<file path="src/hw/rtl/rce_pkg.sv">
// ----------------------------------------------------------------------------
// rce_pkg
// Shared types, codes and helpers for the row column extractor.
// ----------------------------------------------------------------------------
package rce_pkg;

    localparam int C_MAX_COLUMNS = 32;

    typedef enum logic [1:0] {
        COL_INT32  = 2'd0,
        COL_INT64  = 2'd1,
        COL_BOOL   = 2'd2,
        COL_STRING = 2'd3
    } t_col_type;

    typedef enum logic [1:0] {
        ST_VALUE   = 2'd0,
        ST_CORRUPT = 2'd1,
        ST_RANGE   = 2'd2
    } t_status;

    typedef enum logic [1:0] {
        CFG_COLUMN_TYPES  = 2'd0,
        CFG_COL_TOTAL     = 2'd1,
        CFG_WANTED_COLUMN = 2'd2
    } t_cfg_index;

    typedef struct packed {
        logic [5:0]  column_pos;
        logic [2:0]  field_bytes;
        logic        in_string;
        logic [31:0] string_left;
        logic [63:0] acc;
        logic        answered;
    } t_row_state;

    typedef struct packed {
        logic [63:0] column_types;
        logic [5:0]  col_total;
        logic [4:0]  wanted_column;
    } t_cfg;

    typedef struct packed {
        t_status     status;
        t_col_type   kind;
        logic [63:0] number;
        logic [31:0] string_length;
        logic        byte_valid;
        logic        value_last;
    } t_result;

    localparam t_row_state ROW_CLEAR = '0;

    // bytes in a fixed field, or in a string length header
    function automatic logic [3:0] field_size(input t_col_type ct);
        logic [3:0] sz;
        begin
            case (ct)
                COL_INT32:  sz = 4'd4;
                COL_INT64:  sz = 4'd8;
                COL_BOOL:   sz = 4'd1;
                default:    sz = 4'd4;
            endcase
            return sz;
        end
    endfunction

endpackage

</file>
<file path="src/hw/rtl/rce_step.sv">
// ----------------------------------------------------------------------------
// rce_step
// Per-byte row parser: next row state and the optional result word.
// ----------------------------------------------------------------------------
module rce_step #(
    parameter int MAX_COLUMNS = rce_pkg::C_MAX_COLUMNS
) (
    input  rce_pkg::t_row_state i_state,
    input  rce_pkg::t_cfg       i_cfg,
    input  logic [7:0]          i_row_byte,
    input  logic                i_row_end,
    output rce_pkg::t_row_state o_state,
    output rce_pkg::t_result    o_result,
    output logic                o_result_valid
);
    import rce_pkg::*;

    localparam logic [5:0] MaxCols = 6'(MAX_COLUMNS);

    logic [5:0]  count;
    logic [5:0]  type_idx;
    t_col_type   ctype;
    logic        hit;
    logic        final_given;
    logic [31:0] left_dec;
    logic [63:0] acc_new;
    logic [3:0]  bytes_inc;
    logic [63:0] value;

    assign count    = (i_cfg.col_total > MaxCols) ? MaxCols : i_cfg.col_total;
    assign type_idx = {i_state.column_pos[4:0], 1'b0};
    assign ctype    = t_col_type'(i_cfg.column_types[type_idx +: 2]);
    assign hit      = i_state.column_pos == {1'b0, i_cfg.wanted_column};
    assign left_dec = i_state.string_left - 32'd1;
    assign acc_new  = i_state.acc | (64'(i_row_byte) << {i_state.field_bytes, 3'b000});
    assign bytes_inc = {1'b0, i_state.field_bytes} + 4'd1;

    always_comb begin
        case (ctype)
            COL_INT32: value = {{32{acc_new[31]}}, acc_new[31:0]};
            COL_BOOL:  value = {63'd0, acc_new[7:0] != 8'd0};
            default:   value = acc_new;
        endcase
    end

    always_comb begin
        o_state        = i_state;
        o_result       = '0;
        o_result_valid = 1'b0;
        final_given    = 1'b0;

        if (i_state.answered) begin
            if (i_row_end) begin
                o_state = ROW_CLEAR;
            end
        end else if ({1'b0, i_cfg.wanted_column} >= count) begin
            o_result.status     = ST_RANGE;
            o_result.value_last = 1'b1;
            o_result_valid      = 1'b1;
            o_state.answered    = 1'b1;
            if (i_row_end) begin
                o_state = ROW_CLEAR;
            end
        end else begin
            if (ctype == COL_STRING && i_state.in_string) begin
                o_state.string_left = left_dec;
                if (hit) begin
                    o_result.status        = ST_VALUE;
                    o_result.kind          = COL_STRING;
                    o_result.number        = 64'(i_row_byte);
                    o_result.string_length = i_state.acc[31:0];
                    o_result.byte_valid    = 1'b1;
                    o_result.value_last    = left_dec == 32'd0;
                    o_result_valid         = 1'b1;
                    final_given            = left_dec == 32'd0;
                end else if (left_dec == 32'd0) begin
                    o_state            = ROW_CLEAR;
                    o_state.column_pos = i_state.column_pos + 6'd1;
                    o_state.answered   = i_state.answered;
                end
            end else begin
                o_state.acc         = acc_new;
                o_state.field_bytes = bytes_inc[2:0];
                if (bytes_inc >= field_size(ctype)) begin
                    if (ctype == COL_STRING) begin
                        if (acc_new[31:0] == 32'd0) begin
                            if (hit) begin
                                o_result.status     = ST_VALUE;
                                o_result.kind       = COL_STRING;
                                o_result.value_last = 1'b1;
                                o_result_valid      = 1'b1;
                                final_given         = 1'b1;
                            end else begin
                                o_state            = ROW_CLEAR;
                                o_state.column_pos = i_state.column_pos + 6'd1;
                                o_state.answered   = i_state.answered;
                            end
                        end else begin
                            o_state.field_bytes = 3'd0;
                            o_state.in_string   = 1'b1;
                            o_state.string_left = acc_new[31:0];
                        end
                    end else if (hit) begin
                        o_result.status     = ST_VALUE;
                        o_result.kind       = ctype;
                        o_result.number     = value;
                        o_result.byte_valid = 1'b1;
                        o_result.value_last = 1'b1;
                        o_result_valid      = 1'b1;
                        final_given         = 1'b1;
                    end else begin
                        o_state            = ROW_CLEAR;
                        o_state.column_pos = i_state.column_pos + 6'd1;
                        o_state.answered   = i_state.answered;
                    end
                end
            end

            if (final_given) begin
                o_state.answered = 1'b1;
            end
            if (i_row_end) begin
                if (!final_given) begin
                    o_result            = '0;
                    o_result.status     = ST_CORRUPT;
                    o_result.value_last = 1'b1;
                    o_result_valid      = 1'b1;
                end
                o_state = ROW_CLEAR;
            end
        end
    end

endmodule

</file>
<file path="src/hw/rtl/row_column_extractor_unit.sv">
// ----------------------------------------------------------------------------
// row_column_extractor_unit
// Extracts one configured column from a byte-serial length-prefixed row.
// ----------------------------------------------------------------------------
// Path from byte accept to result word: input register, then result register.
// Throughput: one row byte per cycle while the output is not stalled; the
// combinational parser step updates row state between the input register and the result register.
// Reset: synchronous, active low; clears row state, valids and config
// (column_types 0, column total 1, wanted_column 0).
module row_column_extractor_unit #(
    parameter int MAX_COLUMNS = rce_pkg::C_MAX_COLUMNS
) (
    input  logic                i_clk,
    input  logic                i_rst_n,
    input  logic                i_in_valid,
    output logic                o_in_stall,
    input  logic [7:0]          i_row_byte,
    input  logic                i_row_end,
    output logic                o_out_valid,
    input  logic                i_out_stall,
    output logic [1:0]          o_status,
    output logic [1:0]          o_value_kind,
    output logic signed [63:0]  o_number,
    output logic [31:0]         o_string_length,
    output logic                o_byte_valid,
    output logic                o_value_last,
    input  logic                i_cfg_valid,
    output logic                o_cfg_ready,
    input  logic [1:0]          i_cfg_index,
    input  logic [63:0]         i_cfg_data
);
    import rce_pkg::*;

    t_cfg       r_cfg;
    t_row_state r_state;
    t_row_state n_state;
    t_result    r_out;
    t_result    n_out;
    logic       n_out_valid;
    logic       r_out_valid;
    logic       r_in_valid;
    logic [7:0] r_row_byte;
    logic       r_row_end;
    logic       out_free;
    logic       step_go;
    logic       in_free;

    assign out_free   = !r_out_valid || !i_out_stall;
    assign step_go    = r_in_valid && out_free;
    assign in_free    = !r_in_valid || step_go;
    assign o_in_stall = !in_free;
    assign o_cfg_ready = 1'b1;

    rce_step #(
        .MAX_COLUMNS (MAX_COLUMNS)
    ) u_step (
        .i_state        (r_state),
        .i_cfg          (r_cfg),
        .i_row_byte     (r_row_byte),
        .i_row_end      (r_row_end),
        .o_state        (n_state),
        .o_result       (n_out),
        .o_result_valid (n_out_valid)
    );

    always_ff @(posedge i_clk) begin
        if (!i_rst_n) begin
            r_cfg.column_types  <= 64'd0;
            r_cfg.col_total     <= 6'd1;
            r_cfg.wanted_column <= 5'd0;
        end else if (i_cfg_valid) begin
            unique case (i_cfg_index)
                CFG_COLUMN_TYPES:  r_cfg.column_types  <= i_cfg_data;
                CFG_COL_TOTAL:     r_cfg.col_total     <= i_cfg_data[5:0];
                CFG_WANTED_COLUMN: r_cfg.wanted_column <= i_cfg_data[4:0];
                default: ;
            endcase
        end
    end

    always_ff @(posedge i_clk) begin
        if (!i_rst_n) begin
            r_in_valid <= 1'b0;
        end else if (in_free) begin
            r_in_valid <= i_in_valid;
        end
    end

    always_ff @(posedge i_clk) begin
        if (in_free && i_in_valid) begin
            r_row_byte <= i_row_byte;
            r_row_end  <= i_row_end;
        end
    end

    always_ff @(posedge i_clk) begin
        if (!i_rst_n) begin
            r_state     <= ROW_CLEAR;
            r_out_valid <= 1'b0;
        end else if (step_go) begin
            r_state     <= n_state;
            r_out_valid <= n_out_valid;
        end else if (out_free) begin
            r_out_valid <= 1'b0;
        end
    end

    always_ff @(posedge i_clk) begin
        if (step_go && n_out_valid) begin
            r_out <= n_out;
        end
    end

    assign o_out_valid     = r_out_valid;
    assign o_status        = r_out.status;
    assign o_value_kind    = r_out.kind;
    assign o_number        = signed'(r_out.number);
    assign o_string_length = r_out.string_length;
    assign o_byte_valid    = r_out.byte_valid;
    assign o_value_last    = r_out.value_last;

endmodule

</file>
<file path="config.mk">
export PLATFORM = sky130hd
export DESIGN_NAME = row_column_extractor_unit
export DESIGN_NICKNAME = d
export VERILOG_FILES = /design/src/hw/rtl/rce_pkg.sv /design/src/hw/rtl/rce_step.sv /design/src/hw/rtl/row_column_extractor_unit.sv
export SDC_FILE = /design/constraint.sdc
export NUM_CORES = 1
export LEC_CHECK = 0
export BUFFER_PORTS_ARGS = -buffer_cell sky130_fd_sc_hd__buf_4
export CELL_PAD_IN_SITES_DETAIL_PLACEMENT = 1
export CELL_PAD_IN_SITES_GLOBAL_PLACEMENT = 1
export CORE_ASPECT_RATIO = 0.9
export CORE_MARGIN = 2
export CORE_UTILIZATION = 30
export CTS_CLUSTER_DIAMETER = 200
export CTS_CLUSTER_SIZE = 24
export DETAILED_ROUTE_END_ITERATION = 10
export GPL_ROUTABILITY_DRIVEN = 0
export PLACE_DENSITY = 0.58
export SYNTH_ARGS = -nofsm -noshare
export SYNTH_HDL_FRONTEND = slang
export SYNTH_SLANG_ARGS = --single-unit
</file>
<file path="constraint.sdc">
create_clock -name i_clk -period 36.9 [get_ports i_clk]
set_input_delay 1.845 -clock i_clk [delete_from_list [all_inputs] [get_ports i_clk]]
set_output_delay 1.845 -clock i_clk [all_outputs]
set_load 0.03 [all_outputs]
</file>
==> results.sh, run 1 <==
export IMPL_reg2reg_to="o_number[59]$_SDFFCE_PP0P_"
export IMPL_layout_drive_gt1_share=0.1709
export IMPL_avgRoutedWirePerCell_um=21.61
export IMPL_grt_overflow_total=0
export IMPL_antenna_found_initial=0
export IMPL_routed_via_density=5.365
export IMPL_fin_crit_ns=6.481
export IMPL_finalNetCount=1703
export IMPL_async_reset_ff_frac=0
export IMPL_fin_setup_tns_ns=0
export IMPL_synth_seq_cells=295
export IMPL_synth_seq_area_share=0.4985
export IMPL_grt_max_degree=83
export IMPL_max_cap_viol_count=0
export IMPL_swShare=0.2763
export IMPL_fin_hold_ws_ns=0.4593
export IMPL_hold_viol=0
export IMPL_p_clk_frac=0.315
export IMPL_slowest_delay_ns=0.96
export IMPL_regArea_mm2=0.007017
export IMPL_synth_nets=1595
export IMPL_slew_headroom=0.1948
export IMPL_clock_latency_ns=0.55
export IMPL_drt_iter0_markers=753
export IMPL_hp_class="reg -> reg"
export IMPL_yosys_top_cells_area="dfxtp_1 26%, edfxtp_1 24%, a21oi_1 5.2%"
export IMPL_finalCritPeriodShare=0.1756
export IMPL_hold_start="r_cfg[15]$_SDFFE_PN0P_"
export IMPL_holdPathEnd="r_cfg[15]$_SDFFE_PN0P_"
export IMPL_place_hpwl_um=35250
export IMPL_die_w_um=232.3
export IMPL_worstPathMaxFanout=32
export IMPL_total_power_mw=0.6377
export IMPL_slew_viol_final=0
export IMPL_skew_ns=0.03890
export IMPL_post_cts_resized=0
export IMPL_internal_power_mw=0.4615
export IMPL_pwr_share_comb=0.127
export IMPL_grt_pass1_vias=12148
export IMPL_path_cells="mux4_2, mux4_2, nand2_1, nand2_1, inv_1, ha_1, ha_1, or3b_2, a21o_1, a21oi_1, nor2_1, and3_1, a211oi_1, a2111o_1, nor2_1"
export IMPL_cp_end_kind="register"
export IMPL_r2r_setup_slack_ns=30.42
export IMPL_postCtsHoldBufs=0
export IMPL_syn_avg_cell_area_um2=9.389
export IMPL_final_util=0.3538
export IMPL_reg2reg_from="r_state[102]$_SDFFE_PN0P_"
export IMPL_cts_tree="done"
export IMPL_initial_utilization=0.3030
export IMPL_rsz0062_at_grt="no"
export IMPL_numCtsBuffers=16
export IMPL_leakage_nw=6.003
export IMPL_p_seq_frac=0.557
export IMPL_yosys_warnings=0
export IMPL_grtUsageTotal=0.1961
export IMPL_cts_htree_levels=1
export IMPL_vias=11969
export IMPL_cts_setup_buffers=0
export IMPL_grt_first_pass_wirelength_um=74260
export IMPL_ff2ff_path_depth=15
export IMPL_ys_types=84
export IMPL_crit_arrival_ns=6.72
export IMPL_syn_to_final_growth_pct=16.76
export IMPL_fp_row_count=75
export IMPL_synth_top_cell_area_share=0.2617
export IMPL_multiInputGateArea_mm2=0.006541
export IMPL_worstPathRequired_ns=37.14
export IMPL_hold_depth=2
export IMPL_die_area_mm2=0.04867
export IMPL_synth_cell_area_mm2=0.01407
export IMPL_synth_edf_count=111
export IMPL_core_area_mm2=0.04645
export IMPL_outcome="finished clean"
export IMPL_clockBufferDepth=3
export IMPL_slowest_stage="a2111o_1"
export IMPL_syn_instance_count=1499
export IMPL_drc=0
export IMPL_power_density_mw_per_mm2=38.81
export IMPL_ys_top_cells_by_count="195 x nor2_1, 194 x nand2_1, 184 x dfxtp_1"
export IMPL_fillers=5366
export IMPL_final_antenna_net_count=0
export IMPL_vdd_drop_max_uv=25.62
export IMPL_ios=185
export IMPL_routed_wl_um=48210
export IMPL_net_switching_power_mw=0.1762
export IMPL_critPathKind="reg -> reg"
export IMPL_die_h_um=209.5
export IMPL_startpoint_type="register"
export IMPL_setup_violations=0
export IMPL_ys_flop_type="dfxtp_1"
export IMPL_clk_pin_slew_ns=0.11
export IMPL_antennaDiodeCount=0
export IMPL_cts_root_buf="clkbuf_16"
export IMPL_worst_slack_ns=30.42
export IMPL_clock_sinks=295
export IMPL_dp_slack_ns=30.42
export IMPL_worst_pin_slew_ns=1.199
export IMPL_synth_area_leader_cell="dfxtp_1"
export IMPL_fmax_ghz=0.1543
export IMPL_port_buffers=183
export IMPL_first_pass_iters=5
export IMPL_yosys_cell_count_top_type="nor2_1"
[power by group through the flow]
stage	Combinational, mW	Clock (mW)	Sequential, mW
3_3_place_gp	0.0804	0	0.363
6_report	0.0811	0.201	0.355
3_5_place_dp	0.0812	0	0.363
2_1_floorplan	0.0402	0	0.370
5_1_grt	0.0882	0.218	0.357
4_1_cts	0.0814	0.209	0.356
[through the flow]
| stage | cell area [um2] | instances |
|---|---|---|
| 3_5_place_dp | 15960 | 2205 |
| 3_3_place_gp | 15960 | 2205 |
| 5_1_grt | 16430 | 2231 |
| 6_report | 16430 | 2231 |
| 2_1_floorplan | 14070 | 1499 |
| 4_1_cts | 16430 | 2231 |
[worst max-delay path, delay by kind of cell, from the launching register on]
kind | cells | cell delay [ns]
buffers and inverters | 1 | 0.14
multiplexers | 2 | 0.90
adder cells (fa/ha/maj) | 2 | 0.47
flip-flops | 1 | 0.90
AND/OR/NAND/NOR | 6 | 1.43
AO/OA/AOI/OAI | 4 | 2.32
[state kept, by name (all words and copies together) (netlist names), 2 cells and up]
register / cells
r_row_byte: 8
o_number: 64
o_status: 2
o_value_kind: 2
r_state: 107
r_cfg: 75
o_string_length: 32
[metal layers]
metal	wire, um	GRT usage	up-vias
met5	0	0	-
li1	-	-	5669
met1	22820	0.2785	5948
met2	22270	0.3172	294
met4	1065	0.04686	0
met3	2063	0.02391	58
[placed cells by master, fill, tap and decap left out, types with 13 or more instances in the layout]
master / n
clkbuf_16: 17
nand2_1: 194
buf_4: 206
mux2i_1: 17
ha_1: 16
nand4_1: 15
o2bb2ai_1: 35
nor3_1: 27
dfxtp_1: 184
xnor2_1: 13
nand3_1: 14
o21ai_0: 49
nor2_1: 195
nor2b_1: 15
inv_1: 19
and2_1: 37
edfxtp_1: 111
a211oi_1: 40
a2111oi_0: 14
a21oi_1: 147
a221oi_1: 13
nor4_1: 14
mux4_2: 20
[logic make-up after synthesis]
kind of cell / Yosys count / share of synthesized area
simple gates: 600 / 0.2070
flops: 295 / 0.4985
mux: 38 / 0.04489
xor+xnor: 19 / 0.01182
buf+inv: 138 / 0.04045
compound gates: 392 / 0.1828
other cells: 1 / 0.0002664
fa+ha+maj: 16 / 0.01422
[worst max path at each step]
stage / slack [ns] / to / start / cells past startpoint
2_1_floorplan: 24.64 / o_byte_valid$_SDFFCE_PP0P_ / r_state[101]$_SDFFE_PN0P_ / 16
3_3_place_gp: 30.79 / o_number[60]$_SDFFCE_PP0P_ / r_state[102]$_SDFFE_PN0P_ / 15
3_5_place_dp: 30.42 / o_number[53]$_SDFFCE_PP0P_ / r_state[102]$_SDFFE_PN0P_ / 15
4_1_cts: 30.36 / o_number[53]$_SDFFCE_PP0P_ / r_state[102]$_SDFFE_PN0P_ / 15
5_1_grt: 29.93 / o_number[56]$_SDFFCE_PP0P_ / r_state[102]$_SDFFE_PN0P_ / 15
6_report: 30.42 / o_number[59]$_SDFFCE_PP0P_ / r_state[102]$_SDFFE_PN0P_ / 15
[area by class of cell]
| type | count | area share |
|---|---|---|
| Sequential cell | 295 | 0.4270 |
| Multi-Input combinational cell | 1066 | 0.3980 |
| Timing Repair Buffer | 206 | 0.09411 |
| Tap cell | 616 | 0.04690 |
| Clock buffer | 25 | 0.02771 |
| Inverter | 22 | 0.005025 |
| Clock inverter | 1 | 0.001218 |
(Power assumes the default switching activity.)
==> inputs of run 2 (changes only) <==
PLACE_DENSITY = 0.6   (was 0.58)
clock period = 5.76 ns   (was 36.9 ns; I/O delays follow)
==> run 2 against run 1 <==
  * Flip-flop and latch count did not move
  * Count of clock-buffer cells in the layout grew 1
  * Via count grew 0.66%
  * Sequential power grew to 6.4 times the previous value
  * Die area unchanged
  * Hold slack got worse by 0.43 ns
  * Critical path type unchanged
  * Largest power group unchanged
  * Setup slack worse by 30 ns
==> results.sh, run 2 (synthesis gave the netlist of run 1 again) <==
export IMPL_outcome="finished clean"
export IMPL_routed_wl_um=48200
export IMPL_pwr_share_comb=0.132
export IMPL_power_density_mw_per_mm2=243.8
export IMPL_drc=0
export IMPL_p_seq_frac=0.555
export IMPL_grt_pass1_vias=12226
export IMPL_antenna_found_initial=1
export IMPL_slew_viol_final=0
export IMPL_hold_start="i_cfg_data[52]"
export IMPL_post_cts_resized=0
export IMPL_slowest_stage="a211oi_1"
export IMPL_slowest_delay_ns=0.62
export IMPL_fmax_ghz=0.1886
export IMPL_cts_tree="done"
export IMPL_layout_drive_gt1_share=0.1824
export IMPL_final_antenna_net_count=0
export IMPL_core_area_mm2=0.04645
export IMPL_finalCritPeriodShare=0.9207
export IMPL_fin_crit_ns=5.303
export IMPL_cts_root_buf="clkbuf_16"
export IMPL_layout_commonest_cell="buf_4"
export IMPL_fp_row_count=75
export IMPL_hold_viol=0
export IMPL_largest_register="r_state"
export IMPL_net_switching_power_mw=1.122
export IMPL_rsz0062_at_grt="no"
export IMPL_die_h_um=209.5
export IMPL_startpoint_type="register"
export IMPL_clk_pin_slew_ns=0.11
export IMPL_vias=12048
export IMPL_die_area_mm2=0.04867
export IMPL_clockBufferDepth=3
export IMPL_final_util=0.3620
export IMPL_ff2ff_path_depth=17
export IMPL_reg2reg_from="r_state[101]$_SDFFE_PN0P_"
export IMPL_cts_htree_levels=1
export IMPL_initial_utilization=0.3030
export IMPL_clock_sinks=295
export IMPL_grt_overflow_total=0
export IMPL_stdcell_count=2267
export IMPL_mostFrequentLayoutCells="219 x buf_4, 193 x nor2_1, 192 x nand2_1, 183 x dfxtp_1, 146 x a21oi_1"
export IMPL_hold_depth=3
export IMPL_setup_violations=0
export IMPL_first_pass_iters=5
export IMPL_finalNetCount=1737
export IMPL_hp_class="in -> reg"
export IMPL_ios=185
export IMPL_max_cap_viol_count=0
export IMPL_grt_max_degree=101
export IMPL_slew_headroom=0.1902
export IMPL_dp_slack_ns=0.4224
export IMPL_worstPathMaxFanout=32
export IMPL_routed_via_density=5.315
export IMPL_clock_latency_ns=0.55
export IMPL_numCtsBuffers=16
export IMPL_skew_ns=0.05723
export IMPL_leakage_nw=6.162
export IMPL_worstPathRequired_ns=6.03
export IMPL_total_power_mw=4.099
export IMPL_worst_slack_ns=0.4567
export IMPL_cp_num_cells=17
export IMPL_drt_iter0_markers=891
export IMPL_path_buf_inv=3
export IMPL_final_cell_area_mm2=0.01681
export IMPL_cp_end_kind="register"
export IMPL_path_cells="buf_4, mux4_2, mux4_2, nand2_1, nand2_2, inv_2, ha_2, ha_1, or3b_2, a21o_1, a21oi_4, nor2_2, and3_1, a211oi_1, a2111o_1, buf_4, nor2_1"
export IMPL_largest_reg_flops=107
export IMPL_p_clk_frac=0.313
export IMPL_swShare=0.2738
export IMPL_crit_arrival_ns=5.58
export IMPL_place_hpwl_um=35430
export IMPL_cp_startpoint="r_state[101]$_SDFFE_PN0P_"
export IMPL_internal_power_mw=2.976
export IMPL_grtUsageTotal=0.1969
export IMPL_die_w_um=232.3
export IMPL_avgRoutedWirePerCell_um=21.26
export IMPL_port_buffers=183
export IMPL_grt_first_pass_wirelength_um=74680
export IMPL_syn_to_final_growth_pct=19.47
export IMPL_place_area_mm2=0.01614
export IMPL_worst_pin_slew_ns=1.212
export IMPL_critPathKind="reg -> reg"
export IMPL_cp_top_family="compound AO/OA/AOI/OAI gates"
export IMPL_vdd_drop_max_uv=139.5
export IMPL_dp_cells=2220
==> run 2: changes by cell type in the layout (fill, tap and decap cells not counted), moves of 2 or more <==
cell / change
inv_1: -2
inv_2: +2
nor2_1: -2
nand2_2: +2
buf_12: +2
ha_1: -3
nand2_1: -2
dlygate4sd3_1: +19
ha_4: +2
buf_4: +13
==> run 2: metrics by stage <==
stage	hold WS, ns	setup TNS, ns
final	0.02764	0
after CTS	0.0002210	0
after global placement	0.4406	0
after global routing	0.002505	0
after detailed placement	0.4477	0
after floorplan	0.3869	-48.73
==> run 2: power groups by stage <==
stage | registers [mW] | logic, mW | clock network (mW)
after CTS | 2.28 | 0.546 | 1.33
after global placement | 2.32 | 0.526 | 0
final | 2.27 | 0.543 | 1.28
after global routing | 2.28 | 0.586 | 1.39
after detailed placement | 2.32 | 0.533 | 0
after floorplan | 2.36 | 0.263 | 0
==> run 2: tightest hold or removal path, cell delays in order <==
cell     delay [ns]
buf_4          0.11
nand2_1        0.05
a21oi_1        0.05
==> run 2: timing repair <==
action	CTS	global route
buffers inserted	0	0
endpoints found under the hold margin	19	0
hold buffers	19	0
==> run 2: final cells by class <==
class | count | area [um2]
clock buffer | 26 | 459.2
inverter | 22 | 82.58
tap | 616 | 770.7
multi-input combinational | 1066 | 6588
fill | 5310 | 29640
sequential | 295 | 7018
clock inverter | 1 | 20.02
antenna | 1 | 2.502
timing repair buffer | 240 | 1874
==> run 2: worst paths after layout <==
kind / to / slack, ns
hold reg to reg: r_cfg[46]$_SDFFE_PN0P_ / 0.46
hold / removal: r_cfg[63]$_SDFFE_PN0P_ / 0.03
setup / recovery: o_number[54]$_SDFFCE_PP0P_ / 0.46
setup reg to reg: o_number[54]$_SDFFCE_PP0P_ / 0.46
==> run 2: layer usage <==
layer / track usage / vias to the layer above / wire length (um)
met5: 0 / - / 0
met4: 0.03669 / 0 / 825
met3: 0.02636 / 38 / 2448
met2: 0.3216 / 305 / 22390
met1: 0.2793 / 5977 / 22530
li1: - / 5728 / -
==> inputs of run 3 (changes only) <==
BUFFER_PORTS_ARGS = default   (was -buffer_cell sky130_fd_sc_hd__buf_4)
DONT_BUFFER_PORTS = 1   (was default)
PLACE_DENSITY = 0.55   (was 0.6)
==> run 3 against run 2 <==
  * First-iteration DRC count decreased by 10%
  * Critical path depth unchanged
  * Routed wire length increased by 1.4%
  * Cell area decreased by 4.2%
  * Flip-flop and latch count unchanged
  * Sequential power increased by 3%
  * Register-to-register slack improved by 0.18 ns
  * Count of clock-buffer cells in the layout unchanged
  * Cell count decreased by 5.1%
  * Critical path type unchanged
==> results.sh, run 3 (synthesis gave the netlist of run 1 again) <==
export IMPL_outcome="finished clean"
export IMPL_fmax_ghz=0.1954
export IMPL_ios=185
export IMPL_largest_reg_flops=107
export IMPL_slew_headroom=0.2491
export IMPL_clk_pin_slew_ns=0.12
export IMPL_multiInputGateArea_mm2=0.006588
export IMPL_routed_via_density=5.445
export IMPL_hold_viol=0
export IMPL_drt_iter0_markers=801
export IMPL_die_w_um=232.3
export IMPL_final_antenna_net_count=0
export IMPL_die_area_mm2=0.04867
export IMPL_dp_cells=2047
export IMPL_clock_latency_ns=0.55
export IMPL_setup_violations=0
export IMPL_worst_pin_slew_ns=1.121
export IMPL_mostFrequentLayoutCells="193 x nor2_1, 192 x nand2_1, 183 x dfxtp_1, 146 x a21oi_1, 111 x edfxtp_1"
export IMPL_hp_class="in -> reg"
export IMPL_startpoint_type="register"
export IMPL_clock_sinks=295
export IMPL_fp_row_count=75
export IMPL_routed_wl_um=48870
export IMPL_cts_htree_levels=1
export IMPL_cts_tree="done"
export IMPL_numCtsBuffers=16
export IMPL_grt_max_degree=83
export IMPL_fin_crit_ns=5.119
export IMPL_syn_to_final_growth_pct=14.44
export IMPL_worstPathMaxFanout=32
export IMPL_clockBufferDepth=3
export IMPL_drc=0
export IMPL_vias=11713
export IMPL_grt_first_pass_wirelength_um=74690
export IMPL_initial_utilization=0.3030
export IMPL_port_buffers=0
export IMPL_regArea_mm2=0.007018
export IMPL_fillers=5279
export IMPL_max_cap_viol_count=0
export IMPL_cp_end_kind="register"
export IMPL_leakage_nw=5.559
export IMPL_rsz0062_at_grt="no"
export IMPL_dp_slack_ns=0.6275
export IMPL_skew_ns=0.06216
export IMPL_core_area_mm2=0.04645
export IMPL_vdd_drop_max_uv=144.9
export IMPL_fin_setup_tns_ns=0
export IMPL_slowest_delay_ns=0.56
export IMPL_finalCritPeriodShare=0.8887
export IMPL_crit_arrival_ns=5.38
export IMPL_first_pass_iters=5
export IMPL_die_h_um=209.5
export IMPL_largest_register="r_state"
export IMPL_avgRoutedWirePerCell_um=22.72
export IMPL_post_cts_resized=0
export IMPL_grt_pass1_vias=11806
export IMPL_path_buf_inv=3
export IMPL_power_density_mw_per_mm2=252.3
export IMPL_cts_root_buf="clkbuf_16"
export IMPL_worst_slack_ns=0.6410
export IMPL_worstPathRequired_ns=6.02
export IMPL_slowest_stage="a211oi_1"
export IMPL_antennaDiodeCount=0
export IMPL_path_cells="buf_4, mux4_2, mux4_2, nand2_1, nand2_2, inv_2, ha_2, ha_1, or3b_2, a21o_1, a21oi_4, nor2_2, and3_1, a211oi_1, a2111o_1, buf_4, nor2_1"
export IMPL_finalNetCount=1622
export IMPL_place_hpwl_um=35760
export IMPL_cp_top_family="compound AO/OA/AOI/OAI gates"
export IMPL_critPathKind="reg -> reg"
export IMPL_layout_commonest_cell="nor2_1"
export IMPL_grtUsageTotal=0.1988
export IMPL_slew_viol_final=0
export IMPL_layout_drive_gt1_share=0.08339
export IMPL_antenna_found_initial=2
export IMPL_grt_overflow_total=0
export IMPL_stdcell_count=2151
## run 3: cell types whose count changed in the layout (fill, tap and decap cells not counted)
cell	previous run	this run
buf_4	219	45
dlygate4sd3_1	19	77
buf_12	2	3
diode_2	1	0
## run 3: stage by stage
stage	hold WS [ns]	instance area, um2	total power [mW]	util
final	0.1073	16110	4.063	0.3467
after CTS	0.08290	16110	4.125	0.3467
after global placement	0.3535	14860	2.774	0.3198
after floorplan	0.3869	14190	2.623	-
after detailed placement	0.3586	14860	2.777	0.3198
after global routing	0.1078	16110	4.232	0.3467
## run 3: worst register-to-register path: stages (launching register included)
cell and delay (ns):
dfxtp_2 0.44, buf_4 0.22, mux4_2 0.50, mux4_2 0.52
nand2_1 0.10, nand2_2 0.10, inv_2 0.10, ha_2 0.22
ha_1 0.23, or3b_2 0.44, a21o_1 0.21, a21oi_4 0.23
nor2_2 0.10, and3_1 0.25, a211oi_1 0.56, a2111o_1 0.19
buf_4 0.34, nor2_1 0.13
## run 3: repair_timing
action	4_1_cts	5_1_grt
endpoints found under the hold margin	93	0
hold buffers	77	0
buffers inserted	0	0
## run 3: worst paths after layout
kind	from	to	slack [ns]	cells past startpoint
max reg2reg	r_state[101]$_SDFFE_PN0P_	o_number[38]$_SDFFCE_PP0P_	0.64	17
max	r_state[101]$_SDFFE_PN0P_	o_number[38]$_SDFFCE_PP0P_	0.64	17
min	i_rst_n	r_state[94]$_SDFFE_PN0P_	0.11	3
min reg2reg	r_cfg[48]$_SDFFE_PN0P_	r_cfg[48]$_SDFFE_PN0P_	0.46	2
## run 3: layer usage
metal | track usage | part of all wire | up-vias
met3 | 0.02962 | 0.044 | 63
li1 | - | - | 5495
met1 | 0.2745 | 0.46 | 5863
met2 | 0.3277 | 0.47 | 290
met4 | 0.04509 | 0.025 | 2
met5 | 0 | 0.00023 | -
## run 3: area by class of cell
| class | instances | share of cell area |
|---|---|---|
| clock inverter | 1 | 0.001243 |
| clock buffer | 26 | 0.02851 |
| inverter | 22 | 0.005127 |
| multi-input combinational | 1066 | 0.4090 |
| sequential | 295 | 0.4357 |
| tap | 616 | 0.04785 |
| timing repair buffer | 125 | 0.07255 |
## run 3: report_power, final
part	switching, mW	total, mW	internal [mW]
sequential	0.118	2.34	2.22
clock	0.727	1.29	0.565
combinational	0.280	0.429	0.149
total	1.12	4.06	2.94
